**src/design/csrspmv_pkg.sv**
```systemverilog
`timescale 1ns / 1ps
// ============================================================================
// csrspmv_pkg
// Shared types and constants of the compressed-row sparse matrix-vector
// multiply block.
// ============================================================================
package csrspmv_pkg;

  localparam int unsigned IDX_W  = 10;
  localparam int unsigned VAL_W  = 16;
  localparam int unsigned PROD_W = 2 * VAL_W;
  localparam int unsigned ACC_W  = 48;
  localparam int unsigned ROW_W  = 16;

  // Depth of the work queue between the front and back parts.
  localparam int unsigned Q_DEPTH = 2;

  localparam logic signed [ACC_W-1:0] ACC_MAX = {1'b0, {(ACC_W-1){1'b1}}};
  localparam logic signed [ACC_W-1:0] ACC_MIN = {1'b1, {(ACC_W-1){1'b0}}};

  typedef enum logic [1:0] {
    OP_LOAD    = 2'd0,
    OP_NONZERO = 2'd1,
    OP_EMPTY   = 2'd2
  } opcode_e;

  // One unit of work for the multiply-accumulate part.
  typedef struct packed {
    logic                    empty_row;
    logic                    row_end;
    logic signed [VAL_W-1:0] mat_val;
    logic signed [VAL_W-1:0] vec_val;
  } work_t;

endpackage

```
**src/design/csrspmv_queue.sv**
```systemverilog
`timescale 1ns / 1ps
// ============================================================================
// csrspmv_queue
// Short first-in first-out queue of work entries between front and back.
// ============================================================================
module csrspmv_queue (
  input  logic               clk_i,
  input  logic               rst_ni,
  input  logic               wr_valid_i,
  output logic               wr_ready_o,
  input  csrspmv_pkg::work_t wr_data_i,
  output logic               rd_valid_o,
  input  logic               rd_ready_i,
  output csrspmv_pkg::work_t rd_data_o
);
  import csrspmv_pkg::*;

  localparam int unsigned PW = (Q_DEPTH > 1) ? $clog2(Q_DEPTH) : 1;
  localparam int unsigned CW = $clog2(Q_DEPTH + 1);

  work_t          buf_q [Q_DEPTH];
  logic [PW-1:0]  wr_ptr_q, wr_ptr_d;
  logic [PW-1:0]  rd_ptr_q, rd_ptr_d;
  logic [CW-1:0]  cnt_q, cnt_d;
  logic           push;
  logic           pop;

  assign wr_ready_o = (cnt_q != CW'(Q_DEPTH));
  assign rd_valid_o = (cnt_q != '0);
  assign push       = wr_valid_i && wr_ready_o;
  assign pop        = rd_valid_o && rd_ready_i;
  assign rd_data_o  = buf_q[rd_ptr_q];

  always_comb begin
    wr_ptr_d = wr_ptr_q;
    rd_ptr_d = rd_ptr_q;
    cnt_d    = cnt_q;
    if (push) begin
      wr_ptr_d = (wr_ptr_q == PW'(Q_DEPTH - 1)) ? '0 : wr_ptr_q + PW'(1);
    end
    if (pop) begin
      rd_ptr_d = (rd_ptr_q == PW'(Q_DEPTH - 1)) ? '0 : rd_ptr_q + PW'(1);
    end
    if (push && !pop) begin
      cnt_d = cnt_q + CW'(1);
    end else if (pop && !push) begin
      cnt_d = cnt_q - CW'(1);
    end
  end

  always_ff @(posedge clk_i or negedge rst_ni) begin
    if (!rst_ni) begin
      wr_ptr_q <= '0;
      rd_ptr_q <= '0;
      cnt_q    <= '0;
    end else begin
      wr_ptr_q <= wr_ptr_d;
      rd_ptr_q <= rd_ptr_d;
      cnt_q    <= cnt_d;
    end
  end

  always_ff @(posedge clk_i) begin
    if (push) begin
      buf_q[wr_ptr_q] <= wr_data_i;
    end
  end

endmodule

```
**config.mk**
```make
export PLATFORM = sky130hd
export DESIGN_NAME = csrspmv_queue
export DESIGN_NICKNAME = d
export VERILOG_FILES = /design/src/design/csrspmv_pkg.sv /design/src/design/csrspmv_queue.sv
export SDC_FILE = /design/constraint.sdc
export NUM_CORES = 1
export LEC_CHECK = 0
export ABC_AREA = 1
export ABC_CLOCK_PERIOD_IN_PS = 3540
export BUFFER_PORTS_ARGS = -buffer_cell sky130_fd_sc_hd__buf_2
export CAP_MARGIN = 10
export CORE_ASPECT_RATIO = 0.75
export CORE_MARGIN = 2
export CORE_UTILIZATION = 55
export DETAILED_ROUTE_END_ITERATION = 10
export GPL_TIMING_DRIVEN = 0
export HOLD_SLACK_MARGIN = 0.05
export PLACE_DENSITY = 0.87
export SKIP_LAST_GASP = 1
export SLEW_MARGIN = 20
export SYNTH_ARGS = -nofsm -noshare
export SYNTH_HDL_FRONTEND = slang
export SYNTH_SLANG_ARGS = --single-unit
```
**constraint.sdc**
```tcl
create_clock -name clk_i -period 3.54 [get_ports clk_i]
set_input_delay 0.177 -clock clk_i [delete_from_list [all_inputs] [get_ports clk_i]]
set_output_delay 0.177 -clock clk_i [all_outputs]
set_load 0.01 [all_outputs]
```
# After elaboration in Yosys (flattened, before gate mapping)
# Memories as Yosys holds them, arrays and structs flattened.
# Cells that the tools add are included.
[op_classes] add_sub_neg=4 n_eq_ne=1 mux=6 reduce_logical=8
[op_table] cell="1-bit logical AND" n=4
[op_table] cell="1-bit 2-to-1 mux" n=4
[op_table] cell="2-bit 2-to-1 mux" n=2
[op_table] cell="2-bit nonzero test" n=2
[op_table] cell="1-bit adder (second input constant)" n=2
[op_table] cell="2-bit by 1-bit adder with 2-bit output (second input constant)" n=1
[op_table] cell="1-bit logical NOT" n=2
[op_table] cell="2-bit inequality test (second input constant)" n=1
[op_table] cell="2-bit by 1-bit subtractor with 2-bit output (second input constant)" n=1
[totals] ff_bits=4 ram_bits=68 inputBits=38 out_inout_bits=36 n_memories=1
[memory_table] memory="buf_q" words=2 word_bits=34 read_ports=1 rd_ports_with_merged_regs=0 write_ports=1 line="csrspmv_queue.sv:21" rtl="work_t buf_q [Q_DEPTH];"

# Longest topological paths before layout
[logic_depth] depth_word=6 depth_mapped=10

# Worst setup path after synthesis
# Ideal clock, no wire load.
[synth_path] kind="reg2reg" from="register cnt_q[0]" to="memory buf_q[0][0] (netlist name), enable pin" setup_ps=425 t_arrival_ps=2044 required_ps=3115 path_slack_ps=1071 stages_incl_launch_ff=5 cell_sequence="dfrtp_1 inv_2 nand2_2 nand2_2 nor2_1"
[synth_via] elab_chain_len=4
[synth_lines] item="start, declared" line="csrspmv_queue.sv:24" rtl="logic [CW-1:0] cnt_q, cnt_d;"
[synth_lines] item="start signal, assigned" line="csrspmv_queue.sv:59" rtl="cnt_q <= cnt_d;"
[synth_lines] item="2-bit inequality test" line="csrspmv_queue.sv:28" rtl="assign wr_ready_o = (cnt_q != CW'(Q_DEPTH));"
[synth_lines] item="via wr_ready_o" line="csrspmv_queue.sv:10" rtl="output logic wr_ready_o,"
[synth_lines] item="1-bit logical AND" line="csrspmv_queue.sv:30" rtl="assign push = wr_valid_i && wr_ready_o;"
[synth_lines] item="1-bit 2-to-1 mux" line="csrspmv_queue.sv:64" rtl="if (push) begin"
[synth_lines] item="1-bit 2-to-1 mux (not written as such)" line="csrspmv_queue.sv:65" rtl="buf_q[wr_ptr_q] <= wr_data_i;"
[synth_lines] item="end, declared" line="csrspmv_queue.sv:21"
# The timed path passes the listed nets, and every way through them passes these cells.

# Final worst setup path
[layout_path] from="register cnt_q[0]" to="memory buf_q[0][15] (netlist name), enable pin"
[layout_via] elab_chain_len=4
[layout_lines] item="2-bit inequality test" line="csrspmv_queue.sv:28"
[layout_lines] item="1-bit logical AND" line="csrspmv_queue.sv:30"
[layout_lines] item="1-bit 2-to-1 mux" line="csrspmv_queue.sv:64"
[layout_lines] item="1-bit 2-to-1 mux (not written as such)" line="csrspmv_queue.sv:65"
# No other way between the ends.

==> summary.txt <==
GRT
  – GR Util met1: 0.220
  – All-layer global routing usage: 0.208
  – First-pass GRT wire length: 8440 um
  – Largest net degree at the start of global routing: 19
  – Met3 GRT Util: 0.0854
  – M2 GR Usage: 0.367
  – Vias in the first global route: 1893
  – Initial antenna violation count: 0
  – GRT busiest layer: met2
  – Grt total ovfl: 0

Die
  – # IOs: 74
  – Core Area: 0.00487 sq mm
  – Die Footprint: 0.00560 sq mm
  – Initial Util: 0.566
  – Row count: 22
  – Die W: 85.8 um
  – Die H: 65.3 um

Critical path
  – Worst-path maximum fanout: 18
  – CP arrival: 1.68 ns
  – Crit Path Category: reg -> reg
  – Startpoint types: register
  – CP endpoint kind: register
  – CP required: 3.59 ns

Synth
  – Leading area contributor after synthesis: edfxtp_1
  – Synth cell types: 16
  – Syn_nets: 245
  – Post-Syn Area: 0.00276 sq mm
  – Largest cells by area after synthesis: edfxtp_1 74%, nand2_1 13%, dfrtp_1 3.6%, nand2_2 2.9%, buf_6 1.2%
  – YS warnings: 0
  – Seq/Total Area, Yosys: 0.776
  – Cells after Synth: 206
  – Synth top area share: 0.740
  – Synthesis-stage register bit count: 72
  – Post-Synthesis Mean Instance Area: 13.4 sq um

Detailed routing
  – DRT Pass-1 Iters: 10
  – WL/cell: 13.5 um
  – Detailed Route WL: 5290 um
  – DRT iter0 DRCs: 78
  – Via density per instance: 4.74
  – Final ANT Viol Nets: 0
  – Via count: 1854
  – Post-route DRC: 6

Power and ir drop
  – Seq pwr share: 0.422
  – Clock power frac: 0.207
  – P_int: 1930 uW
  – PD cells: 766 mW/mm^2
  – Psw: 988 uW
  – Sw Share: 0.339
  – Static leakage: 0.00167 uW
  – Comb pwr share: 0.371
  – Max IR drop VDD: 0.559 mV

Layout
  – Syn-to-layout area delta: 37.9%
  – Layout cell share with drive strength beyond 1: 0.344
  – Commonest non-fill, non-tap cell in the layout: nand2_1
  – Cell area after layout: 0.00380 sq mm
  – Most frequent cells in the layout: 99 x nand2_1, 73 x buf_2, 68 x edfxtp_1
  – Fill cells: 308
  – Diodes inserted: 0
  – Final net count: 366

Clock tree
  – Total clock sinks: 72
  – H-tree levels: 3
  – Root Buffer: clkbuf_8
  – Worst-path clk slew: 0.07 ns
  – Total CTS buffers: 9
  – Clock Tree Buf Depth: 2
  – Clock latency at the later pin of the worst-skew pair: 0.34 ns
  – CTS tree: built

STA
  – Fmax: 613 MHz
  – Final Critical Period: 1.63 ns
  – Skew final: 0.00682 ns
  – Final Max Slew Viols: 0
  – Final hold vios: 0
  – Fin crit share: 0.461
  – Setup violators final: 0
  – Setup TNS: 0 ns
  – Worst-margin pin slew: 0.591 ns
  – Max_slew headroom: 0.605
  – RSZ-0062 raised after global routing: no

Run status
  – Status: finished, violations left
  – Violated checks: design-rule violations

Placement
  – IO buf count: 73
  – Detail Placement HPWL: 3290 um
  – DP Area: 0.00327 sq mm
  – GPL Wtd Cong: 0.728

Run
  – Max-cap violation count: 0

Worst hold path
  – Worst Hold Class: in -> reg
==> power by group through the flow <==
stage	clock network, uW	logic (uW)	registers [uW]
final	603	1080	1230
after global routing	652	1200	1250
after CTS	617	1090	1230
after detailed placement	0	1060	1250
after global placement	0	974	1250
after floorplan	0	647	1240
==> synth_stat cells (all sizes together) <==
| library cell | count |
|---|---|
| inv | 7 |
| dfrtp | 4 |
| nand3 | 2 |
| ha | 1 |
| xnor2 | 1 |
| nand4 | 1 |
| xor2 | 1 |
| edfxtp | 68 |
| nor2 | 2 |
| nand2 | 112 |
| buf | 7 |
==> registers in the layout, summed over array words and instances (netlist names) <==
name and cells:
cnt_q 2, buf_q 68, rd_ptr_q 1, wr_ptr_q 1
==> worst max-delay path: stages, from the launching register on <==
cell and delay [ns]:
dfrtp_1 0.40, inv_2 0.07, nand2_2 0.07, nand2_2 0.10
nor2_4 0.48, buf_16 0.23
==> cell families (layout without fill, tap and decap cells) <==
family,count (synthesis),in the layout,synth area share
and+or+nand+nor,117,117,0.173
xor gates and xnor gates,2,2,0.00635
buffers and inverters,14,139,0.0399
DFF,72,72,0.776
adders and majority gates,1,1,0.00453
==> routing by layer <==
layer	part of all wire	wire, um	up-vias
met1	0.40	2140	852
met3	0.063	333	11
met5	0	0	-
met4	0.017	90	0
li1	-	-	927
met2	0.52	2730	64
==> through the flow <==
stage	setup slack, ns	total power (uW)	instances	hold slack, ns	utilization
floorplan	1.07	1890	206	-0.119	-
global placement	0.427	2220	339	-0.0134	0.657
detailed placement	1.87	2310	341	-0.00712	0.671
CTS	1.86	2940	391	0.0963	0.781
global route	1.79	3100	391	0.106	0.781
finish	1.91	2910	391	0.113	0.781
==> layout make-up <==
type | instances | area [sq um] | area share
Clock inverter | 6 | 61.3 | 0.0161
Timing Repair Buffer | 110 | 771 | 0.203
Inverter | 7 | 33.8 | 0.00888
Sequential cell | 72 | 2140 | 0.563
Buffer | 7 | 76.3 | 0.0201
Multi-Input combinational cell | 120 | 522 | 0.137
Clock buffer | 9 | 124 | 0.0326
Tap cell | 60 | 75.1 | 0.0197
==> worst paths after layout <==
check                      startpoint            to  slack [ns]  cells past startpoint
max                          cnt_q[0]  buf_q[0][15]        1.91                      5
min                        rd_ready_i      rd_ptr_q        0.11                      3
min in group asynchronous      rst_ni      cnt_q[1]        0.19                      2
min reg2reg                  cnt_q[1]      cnt_q[1]        0.52                      2
max reg2reg                  cnt_q[0]  buf_q[0][15]        1.91                      5
max in group asynchronous      rst_ni      rd_ptr_q        3.22                      2
==> repair_timing <==
action	4_1_cts	5_1_grt
hold buffers	35	0
endpoints found under the setup margin	0	0
hold endpoints to repair	72	0
gates resized for setup	0	0
setup buffers	0	0
Note: power is estimated with default switching activity, not from simulation.
