### src/design/csrspmv_pkg.sv
`timescale 1ns / 1ps
// ============================================================================
// csrspmv_pkg
// Shared types and constants of the compressed-row sparse matrix-vector
// multiply block.
// ============================================================================
package csrspmv_pkg;

  localparam int unsigned IDX_W  = 10;
  localparam int unsigned VAL_W  = 16;
  localparam int unsigned PROD_W = 2 * VAL_W;
  localparam int unsigned ACC_W  = 48;
  localparam int unsigned ROW_W  = 16;

  // Depth of the work queue between the front and back parts.
  localparam int unsigned Q_DEPTH = 2;

  localparam logic signed [ACC_W-1:0] ACC_MAX = {1'b0, {(ACC_W-1){1'b1}}};
  localparam logic signed [ACC_W-1:0] ACC_MIN = {1'b1, {(ACC_W-1){1'b0}}};

  typedef enum logic [1:0] {
    OP_LOAD    = 2'd0,
    OP_NONZERO = 2'd1,
    OP_EMPTY   = 2'd2
  } opcode_e;

  // One unit of work for the multiply-accumulate part.
  typedef struct packed {
    logic                    empty_row;
    logic                    row_end;
    logic signed [VAL_W-1:0] mat_val;
    logic signed [VAL_W-1:0] vec_val;
  } work_t;

endpackage

### src/design/csrspmv_back.sv
`timescale 1ns / 1ps
// ============================================================================
// csrspmv_back
// Multiplies, accumulates with saturation and holds finished row sums in an
// output register.
// ============================================================================
module csrspmv_back (
  input  logic                                 clk_i,
  input  logic                                 rst_ni,
  input  logic [csrspmv_pkg::ROW_W-1:0]        row_count_i,
  input  logic                                 q_valid_i,
  output logic                                 q_ready_o,
  input  csrspmv_pkg::work_t                   q_data_i,
  output logic                                 out_valid_o,
  input  logic                                 out_ready_i,
  output logic [csrspmv_pkg::ROW_W-1:0]        row_index_o,
  output logic signed [csrspmv_pkg::ACC_W-1:0] row_sum_o,
  output logic                                 last_row_o,
  output logic                                 saturated_o
);
  import csrspmv_pkg::*;

  // Product stage.
  logic                     b_valid_q, b_valid_d;
  logic                     b_empty_q;
  logic                     b_end_q;
  logic signed [PROD_W-1:0] b_prod_q;

  // Accumulator state.
  logic signed [ACC_W-1:0] acc_q, acc_d;
  logic                    ovf_q, ovf_d;
  logic [ROW_W-1:0]        row_cnt_q, row_cnt_d;

  // Output register.
  logic                    out_valid_q, out_valid_d;
  logic [ROW_W-1:0]        out_row_q;
  logic signed [ACC_W-1:0] out_sum_q;
  logic                    out_last_q;
  logic                    out_sat_q;

  logic                    out_free;
  logic                    b_emits;
  logic                    b_fire;
  logic                    b_load;
  logic signed [ACC_W:0]   sum_wide;
  logic                    sum_ovf;
  logic signed [ACC_W-1:0] added;
  logic signed [ACC_W-1:0] new_acc;
  logic                    new_ovf;
  logic [ROW_W-1:0]        last_idx;
  logic                    is_last;

  assign out_free  = !out_valid_q || out_ready_i;
  assign b_emits   = b_empty_q || b_end_q;
  assign b_fire    = b_valid_q && (!b_emits || out_free);
  assign b_load    = !b_valid_q || b_fire;
  assign q_ready_o = b_load;

  always_comb begin
    b_valid_d = b_valid_q;
    if (b_load) begin
      b_valid_d = q_valid_i;
    end
  end

  always_ff @(posedge clk_i) begin
    if (b_load && q_valid_i) begin
      b_empty_q <= q_data_i.empty_row;
      b_end_q   <= q_data_i.row_end;
      b_prod_q  <= q_data_i.mat_val * q_data_i.vec_val;
    end
  end

  // Saturating add of the registered product.
  assign sum_wide = {acc_q[ACC_W-1], acc_q} + (ACC_W+1)'(b_prod_q);
  assign sum_ovf  = sum_wide[ACC_W] ^ sum_wide[ACC_W-1];
  assign added    = sum_ovf ? (sum_wide[ACC_W] ? ACC_MIN : ACC_MAX)
                            : sum_wide[ACC_W-1:0];
  assign new_acc  = b_empty_q ? acc_q : added;
  assign new_ovf  = ovf_q || (!b_empty_q && sum_ovf);

  assign last_idx = row_count_i - ROW_W'(1);
  assign is_last  = (row_cnt_q == last_idx);

  always_comb begin
    acc_d       = acc_q;
    ovf_d       = ovf_q;
    row_cnt_d   = row_cnt_q;
    out_valid_d = out_valid_q;
    if (out_ready_i) begin
      out_valid_d = 1'b0;
    end
    if (b_fire) begin
      if (b_emits) begin
        acc_d       = '0;
        ovf_d       = 1'b0;
        row_cnt_d   = is_last ? '0 : row_cnt_q + ROW_W'(1);
        out_valid_d = 1'b1;
      end else begin
        acc_d = new_acc;
        ovf_d = new_ovf;
      end
    end
  end

  always_ff @(posedge clk_i or negedge rst_ni) begin
    if (!rst_ni) begin
      b_valid_q   <= 1'b0;
      acc_q       <= '0;
      ovf_q       <= 1'b0;
      row_cnt_q   <= '0;
      out_valid_q <= 1'b0;
    end else begin
      b_valid_q   <= b_valid_d;
      acc_q       <= acc_d;
      ovf_q       <= ovf_d;
      row_cnt_q   <= row_cnt_d;
      out_valid_q <= out_valid_d;
    end
  end

  always_ff @(posedge clk_i) begin
    if (b_fire && b_emits) begin
      out_row_q  <= row_cnt_q;
      out_sum_q  <= new_acc;
      out_last_q <= is_last;
      out_sat_q  <= new_ovf;
    end
  end

  assign out_valid_o = out_valid_q;
  assign row_index_o = out_row_q;
  assign row_sum_o   = out_sum_q;
  assign last_row_o  = out_last_q;
  assign saturated_o = out_sat_q;

  // A row is closed only when the output register can take its sum.
  a_emit_has_room: assert property (@(posedge clk_i) disable iff (!rst_ni)
    (b_fire && b_emits) |-> out_free)
    else $error("row closed while output register is occupied");

  // Closing a row leaves a clean accumulator for the next one.
  a_acc_cleared: assert property (@(posedge clk_i) disable iff (!rst_ni)
    (b_fire && b_emits) |=> (acc_q == '0 && !ovf_q))
    else $error("accumulator not cleared after row close");

  // The row counter steps exactly once per closed row.
  a_row_step: assert property (@(posedge clk_i) disable iff (!rst_ni)
    (b_fire && b_emits) |=>
      (row_cnt_q == ($past(is_last) ? '0 : $past(row_cnt_q) + ROW_W'(1))))
    else $error("row counter did not advance correctly");

  // Without a closed row the counter stays put.
  a_row_hold: assert property (@(posedge clk_i) disable iff (!rst_ni)
    !(b_fire && b_emits) |=> $stable(row_cnt_q))
    else $error("row counter moved without a closed row");

endmodule
### config.mk
export PLATFORM = sky130hd
export DESIGN_NAME = csrspmv_back
export DESIGN_NICKNAME = d
export VERILOG_FILES = /design/src/design/csrspmv_pkg.sv /design/src/design/csrspmv_back.sv
export SDC_FILE = /design/constraint.sdc
export NUM_CORES = 1
export LEC_CHECK = 0
export ABC_AREA = 1
export BUFFER_PORTS_ARGS = -buffer_cell sky130_fd_sc_hd__buf_4
export CORE_UTILIZATION = 40
export CTS_CLUSTER_SIZE = 12
export DETAILED_ROUTE_END_ITERATION = 10
export GPL_TIMING_DRIVEN = 0
export REMOVE_ABC_BUFFERS = 1
export SYNTH_ARGS = -nofsm -noshare
export SYNTH_HDL_FRONTEND = slang
export SYNTH_SLANG_ARGS = --single-unit
### constraint.sdc
create_clock -name clk_i -period 4.9 [get_ports clk_i]
set_input_delay 0.735 -clock clk_i [delete_from_list [all_inputs] [get_ports clk_i]]
set_output_delay 0.735 -clock clk_i [all_outputs]
set_load 0.005 [all_outputs]
### Word level (Yosys, flattened, before mapping)

Cells that the tools add are included.

* input port bits: 54
* flip-flop bits (word level): 167

* $add $sub $neg: 3
* bitwise operators: 1
* $mul: 1
* multiplexer cells: 9
* eq/ne operators: 1
* reduce and logical (&&, ||, !) cells: 14

Operators by type and width (number)
* 2-to-1 mux 48 bit: 4
* adder 48 x 32 -> 49 bit: 1
* multiplier 16 x 16 -> 32 bit: 1
* adder 16 x 1 -> 16 bit (second input constant): 1
* == test 16 bit: 1
* 2-to-1 mux 16 bit: 1
* subtractor 16 x 1 -> 16 bit (second input constant): 1
* logical OR 1 bit: 5
* logical AND 1 bit: 4
* logical NOT 1 bit: 4
* 2-to-1 mux 1 bit: 4
* AND reduction 2 bit: 1
* XOR 1 bit: 1

### Longest topological paths before layout

Gate-level depths: netlist (run 1).

* word-level depth: 6
* gate-level depth with buffers: 25
* depth with buffers taken out: 23

### Worst setup path after synthesis (run 1)

No wires, ideal clock.

* path type: input -> register
* start point: input q_data_i[3] (netlist bit)
* end point: register b_prod_q[29] (data pin)
* library setup time: 264 ps
* arrival: 6154 ps
* required time: 4636 ps
* stages: 23
* slack: -1518 ps
* cell sequence: clkbuf_1 clkbuf_1 nand2_1 inv_1 fa_1 fa_1 inv_1 fa_1 fa_1 inv_1 fa_1 inv_1 fa_1 inv_1 ha_1 nand2_1 nor4_1 nand3b_1 nand3_1 nand2_1 nand2_1 a31oi_1 xor2_1

* longest elaborated chain between the ends: 1

Ends and longest elaborated chain
* start: declaration: RTL line csrspmv_back.sv:13 `input csrspmv_pkg::work_t q_data_i,`
* multiplier 16 x 16 -> 32 bit: RTL line csrspmv_back.sv:70 `b_prod_q <= q_data_i.mat_val * q_data_i.vec_val;`
* end signal: assignment: RTL line csrspmv_back.sv:70
* end: declaration: RTL line csrspmv_back.sv:27 `logic signed [PROD_W-1:0] b_prod_q;`

Every way passes these cells.
A chain may end at the register's enable or synchronous reset.

### Worst setup path in the final report (run 1)

* start point: input q_data_i[31] (netlist bit)
* end point: register b_prod_q[29] (data pin)

The elaborated chain is that of the path after synthesis.

==> results.txt, run 1 <==
Max-cap viol count: 0
Final-stage net count: 3443
Synth async-reset ratio: 40.1%
Die Wd: 235 um
WHS: 385 ps
Synth area leaders: fa_1, nand2_1, edfxtp_1
CTS tree: built
Synth Flop Type: edfxtp_1
First-pass GRT wire length: 96500 um
Total negative slack: -6940 ps
Initial Utilization: 40.4%
Setup violations, final: 20
Antenna Nets Post-Route: 0
Hold Buf Count CTS: 0
Layout cell share with drive strength beyond 1: 17.3%
Post-route DRC: 0
Unrepaired setup endpoints after global routing: yes
WL per Instance: 16.1 um
Critical Path Start Type: input pin
Worst Path Required: 5100 ps
# diodes: 0
CP cell instances: buf_16 > nand2_4 > inv_2 > fa_2 > buf_6 > fa_1 > fa_2 > fa_2 > fa_1 > inv_1 > fa_1 > inv_2 > ha_4 > nand2_4 > nor4_4 > nand3b_1 > nand3_2 > nand2_2 > nand2_2 > a31oi_2 > xor2_1
Fmax: 183 MHz
Uppermost layer routed: met4
Flop2flop setup slack: 910 ps
Worst Path Max Fanout: 7
TritonRoute pass-1 iters: 8
Vias: 18165
GPL Wtd Cong: 0.912
CTS Buffer Depth: 2
Synth unique cells: 46
CTS sink cnt: 167
Vias in the first global route: 18754
H-tree depth: 4
Pin count of the biggest net entering global routing: 68
Seq cells post-synth: 167
Crit path from: q_data_i[31]
Fin crit period: 5480 ps
Count leader, synth: nand2_1
# rows: 85
Crit Reg-Reg Startpoint: b_prod_q[31]
DR iter-0 viols: 979
Average cell area after synthesis: 7.62 um^2
Synth-to-layout area growth: 19.3%
Endpoints failing hold: 0
Core ar.: 0.0538 mm^2
Post-synthesis sequential area ratio: 21.5%
Syn Inst Count: 2854
Worst slew margin: 32.6%
Initial antenna violation count: 0
Top cells by count, synth: nand2_1, inv_1, fa_1, nor2_1, nand3_1
WL met2: 30400 um
Dpl cells: 3585
Tcrit/Tclk final: 112%
Max Transition Viols Final: 0
Reg2reg path depth: 13
DP Wirelength: 46700 um
Status: finished with violations
Worst Hold Class: in2async
Fin worst setup slack: -578 ps
Die ar.: 0.0553 mm^2
GRT Overall Usage: 21.8%
CTS clock-pin slew for the worst setup and hold paths: 70 ps
FILL cells: 5209
Die H: 235 um
Worst path buffer plus inverter count: 5
Post-synth top area share: 24.2%
Remaining global-route overflow: 0
CP max stage delay: 630 ps
Crit Path Category: in2reg
PortBufs: 121
Via density: 4.91
EDFF count, synth: 100
Worst Path Arrival: 5680 ps
Clock latency on the worst-skew pair: 450 ps
Slew @ Worst Pin: 1010 ps
Yosys warns: 0
Met3 Routed Length: 1740 um
Ports: 122
Worst Setup End Kind: flip-flop
Drt total wl: 59700 um
Root Buffer: clkbuf_16
DRT met1 WL: 26000 um
Reg-to-Reg End: row_sum_o[22]
CP max-delay cell: fa_2
Post-layout util: 48.2%
Cell family with most CP delay: adder cells
Layout Cells excl Fill: 3703
Failing checks: negative setup slack
Synth area leader: fa_1
Clock skew: 10.2 ps
Mapped Area: 0.0218 mm^2
Num CTS Buffers: 17
==> stage by stage <==
| step | cell area, um^2 | setup WS, ps |
|---|---|---|
| 3_5_place_dp | 23300 | -2130 |
| 5_1_grt | 26000 | -693 |
| 4_1_cts | 25200 | -522 |
| 6_report | 26000 | -578 |
| 3_3_place_gp | 23100 | -2080 |
| 2_1_floorplan | 21300 | -1160 |
==> placed cells by master (no fill, tap or decap), types with 61 or more instances in the layout <==
cell and instances:
inv_1 573, nor2_1 135, dfrtp_1 67, fa_1 238, ha_1 109, buf_4 151, nand3_1 139, nand2_1 794
edfxtp_1 100, xor2_1 61, a21oi_1 70
==> state kept, by name, summed over array words and instances (netlist names) <==
register,flops
row_cnt_q,16
b_prod_q,32
b_end_q,1
ovf_q,1
last_row_o,1
row_sum_o,48
b_empty_q,1
saturated_o,1
out_valid_o,1
b_valid_q,1
acc_q,48
row_index_o,16
==> layout make-up <==
type	instances	area, um^2	area share [%]
inverter	624	2350	9.07
timing repair inverter	1	7.51	0.0289
clock buffer	20	457	1.76
multi-input combinational	1971	15300	58.9
clock inverter	12	92.6	0.357
sequential	167	4680	18.0
timing repair buffer	212	2210	8.51
tap	696	871	3.36
==> cell families after synthesis <==
family / Yosys count / synth area share [%]
buf+inv: 716 / 12.7
xor+xnor: 102 / 4.17
fa+ha+maj: 395 / 31.8
compound gates: 215 / 5.94
simple gates: 1259 / 23.9
flops: 167 / 21.5
==> repair_timing <==
action | in CTS | in global routing
cloned | 4 | 3
resized for setup | 233 | 124
buffers inserted | 50 | 30
setup endpoints to repair | 20 | 21
pin swaps | 59 | 71
==> how the worst max path moves through the flow <==
stage                   endpoint  slack [ps]  depth (start not counted)
floorplan           b_prod_q[29]       -1160                         21
global placement    b_prod_q[29]       -2080                         22
detailed placement  b_prod_q[29]       -2130                         22
CTS                 b_prod_q[29]        -520                         21
global route        b_prod_q[30]        -690                         19
finish              b_prod_q[29]        -580                         21
==> layer usage <==
metal | track usage [%] | up-vias
met5 | 0 | -
met4 | 7.31 | 0
met3 | 1.65 | 93
met2 | 39.1 | 379
met1 | 27.6 | 8787
li1 | - | 8906
==> worst register-to-register path: stages, from the launching register on <==
cell and delay (ps):
edfxtp_1 870, ha_1 410, a21oi_1 330, nand2_1 170
a21oi_1 220, nand2_1 120, nand2_1 110, nand3_1 100
nand2_1 80, nand2_1 70, nand2_2 250, buf_12 270
nand2_1 110, a21boi_0 590
Power of run 1 is left out: the tool's default activity adds up to more than one toggle a clock period on the data nets, which glitch-free logic cannot reach.
==> inputs of run 2 (changes only) <==
--- a/config.mk
+++ b/config.mk
@@ -15,3 +15,4 @@
 export SYNTH_ARGS = -nofsm -noshare
 export SYNTH_HDL_FRONTEND = slang
 export SYNTH_SLANG_ARGS = --single-unit
+export TNS_END_PERCENT = 50
==> results.txt, run 2 (same netlist as run 1, synthesis figures left out) <==
Critical Path Start Type: input pin
Vias in the first global route: 18609
CTS sink cnt: 167
Crit Reg-Reg Startpoint: b_prod_q[31]
H-tree depth: 4
Worst Hold Class: in2async
Pin count of the biggest net entering global routing: 68
Drt total wl: 58600 um
Worst Setup End Kind: flip-flop
Crit Path Category: in2reg
Die H: 235 um
CTS clock-pin slew for the worst setup and hold paths: 70 ps
Final Cell Area: 0.0256 mm^2
Unrepaired setup endpoints after global routing: yes
Worst path buffer plus inverter count: 5
Commonest non-fill, non-tap cells in the layout: nand2_1, inv_1, fa_1, buf_4
Reg-to-Reg End: row_sum_o[22]
Tcrit/Tclk final: 111%
Die Wd: 235 um
Post-route DRC: 0
Fmax: 183 MHz
Num CTS Buffers: 17
TritonRoute pass-1 iters: 8
Worst Path Max Fanout: 6
Failing checks: negative setup slack
Clock latency on the worst-skew pair: 450 ps
Final-stage net count: 3421
Post-layout util: 47.5%
Max Transition Viols Final: 0
CP cell instances: buf_16 > nand2_4 > inv_2 > fa_2 > buf_6 > fa_1 > fa_2 > fa_2 > fa_1 > inv_1 > fa_1 > inv_2 > ha_4 > nand2_4 > nor4_4 > nand3b_1 > nand3_2 > nand2_2 > nand2_2 > a31oi_2 > xor2_1
Worst Path Arrival: 5660 ps
WHS: 386 ps
Antenna Nets Post-Route: 0
DP Area: 0.0233 mm^2
Vias: 17957
# rows: 85
Remaining global-route overflow: 0
WL per Instance: 15.9 um
Reg2reg path depth: 13
CTS tree: built
Crit path from: q_data_i[31]
Setup violations, final: 17
Status: finished with violations
GPL Wtd Cong: 0.912
First-pass GRT wire length: 95800 um
DP Wirelength: 46700 um
Clock skew: 10.4 ps
Core ar.: 0.0538 mm^2
Worst slew margin: 31.9%
Fin worst setup slack: -559 ps
Fin crit period: 5460 ps
Layout cell share with drive strength beyond 1: 15.3%
Most common cell after layout, fill and taps aside: nand2_1
CP max stage delay: 630 ps
Ports: 122
# diodes: 0
Synth-to-layout area growth: 17.5%
Initial antenna violation count: 0
GRT Overall Usage: 21.6%
Max-cap viol count: 0
Worst Path Required: 5100 ps
PortBufs: 121
Root Buffer: clkbuf_16
DR iter-0 viols: 848
Via density: 4.88
CTS Buffer Depth: 2
Initial Utilization: 40.4%
Total negative slack: -5950 ps
Endpoints failing hold: 0
Flop2flop setup slack: 960 ps
Die ar.: 0.0553 mm^2
Cell family with most CP delay: adder cells
CP max-delay cell: fa_2
Slew @ Worst Pin: 1020 ps
[run 2: routing by layer]
| layer | GRT usage [%] | wire length (um) |
|---|---|---|
| met5 | 0 | 0 |
| met4 | 7.31 | 1590 |
| met3 | 1.69 | 1740 |
| met2 | 38.4 | 29600 |
| met1 | 27.5 | 25700 |
[run 2: final cells by class]
cell class | instances | area (um^2)
fillers | 5257 | 28300
multi-input cells | 1971 | 15100
flip-flops and latches | 167 | 4680
inverters | 624 | 2350
repair buffers | 190 | 1970
well taps | 696 | 871
clock buffers | 20 | 457
clock inverters | 12 | 92.6
repair inverters | 1 | 7.51
[run 2: what timing repair did]
action | CTS | global route
pin swaps | 46 | 50
setup buffers | 33 | 25
setup endpoints to repair | 20 | 20
cloned | 2 | 4
resized for setup | 184 | 104
hold endpoints to repair | 0 | 0
hold buffers | 0 | 0
[run 2: metrics by stage]
step	setup WS [ps]	cells
floorplan	-1160	2762
global placement	-2080	3579
detailed placement	-2130	3585
CTS	-522	3652
global route	-690	3681
finish	-559	3681
[run 2: how the worst max path moves through the flow]
stage	end	cells past startpoint
CTS	b_prod_q[29]	21
global route	b_prod_q[30]	19
finish	b_prod_q[29]	21
floorplan	b_prod_q[29]	21
detailed placement	b_prod_q[29]	22
global placement	b_prod_q[29]	22
[run 2: worst reg2reg max path: stages, from the launching register on]
cell and delay [ps]:
edfxtp_1 860, ha_1 410, a21oi_1 330, nand2_1 160, a21oi_1 210, nand2_1 110, nand2_1 110, nand3_1 100
nand2_1 80, nand2_1 70, nand2_2 250, buf_12 270, nand2_1 110, a21boi_0 580
Power of run 2 is left out for the same reason.
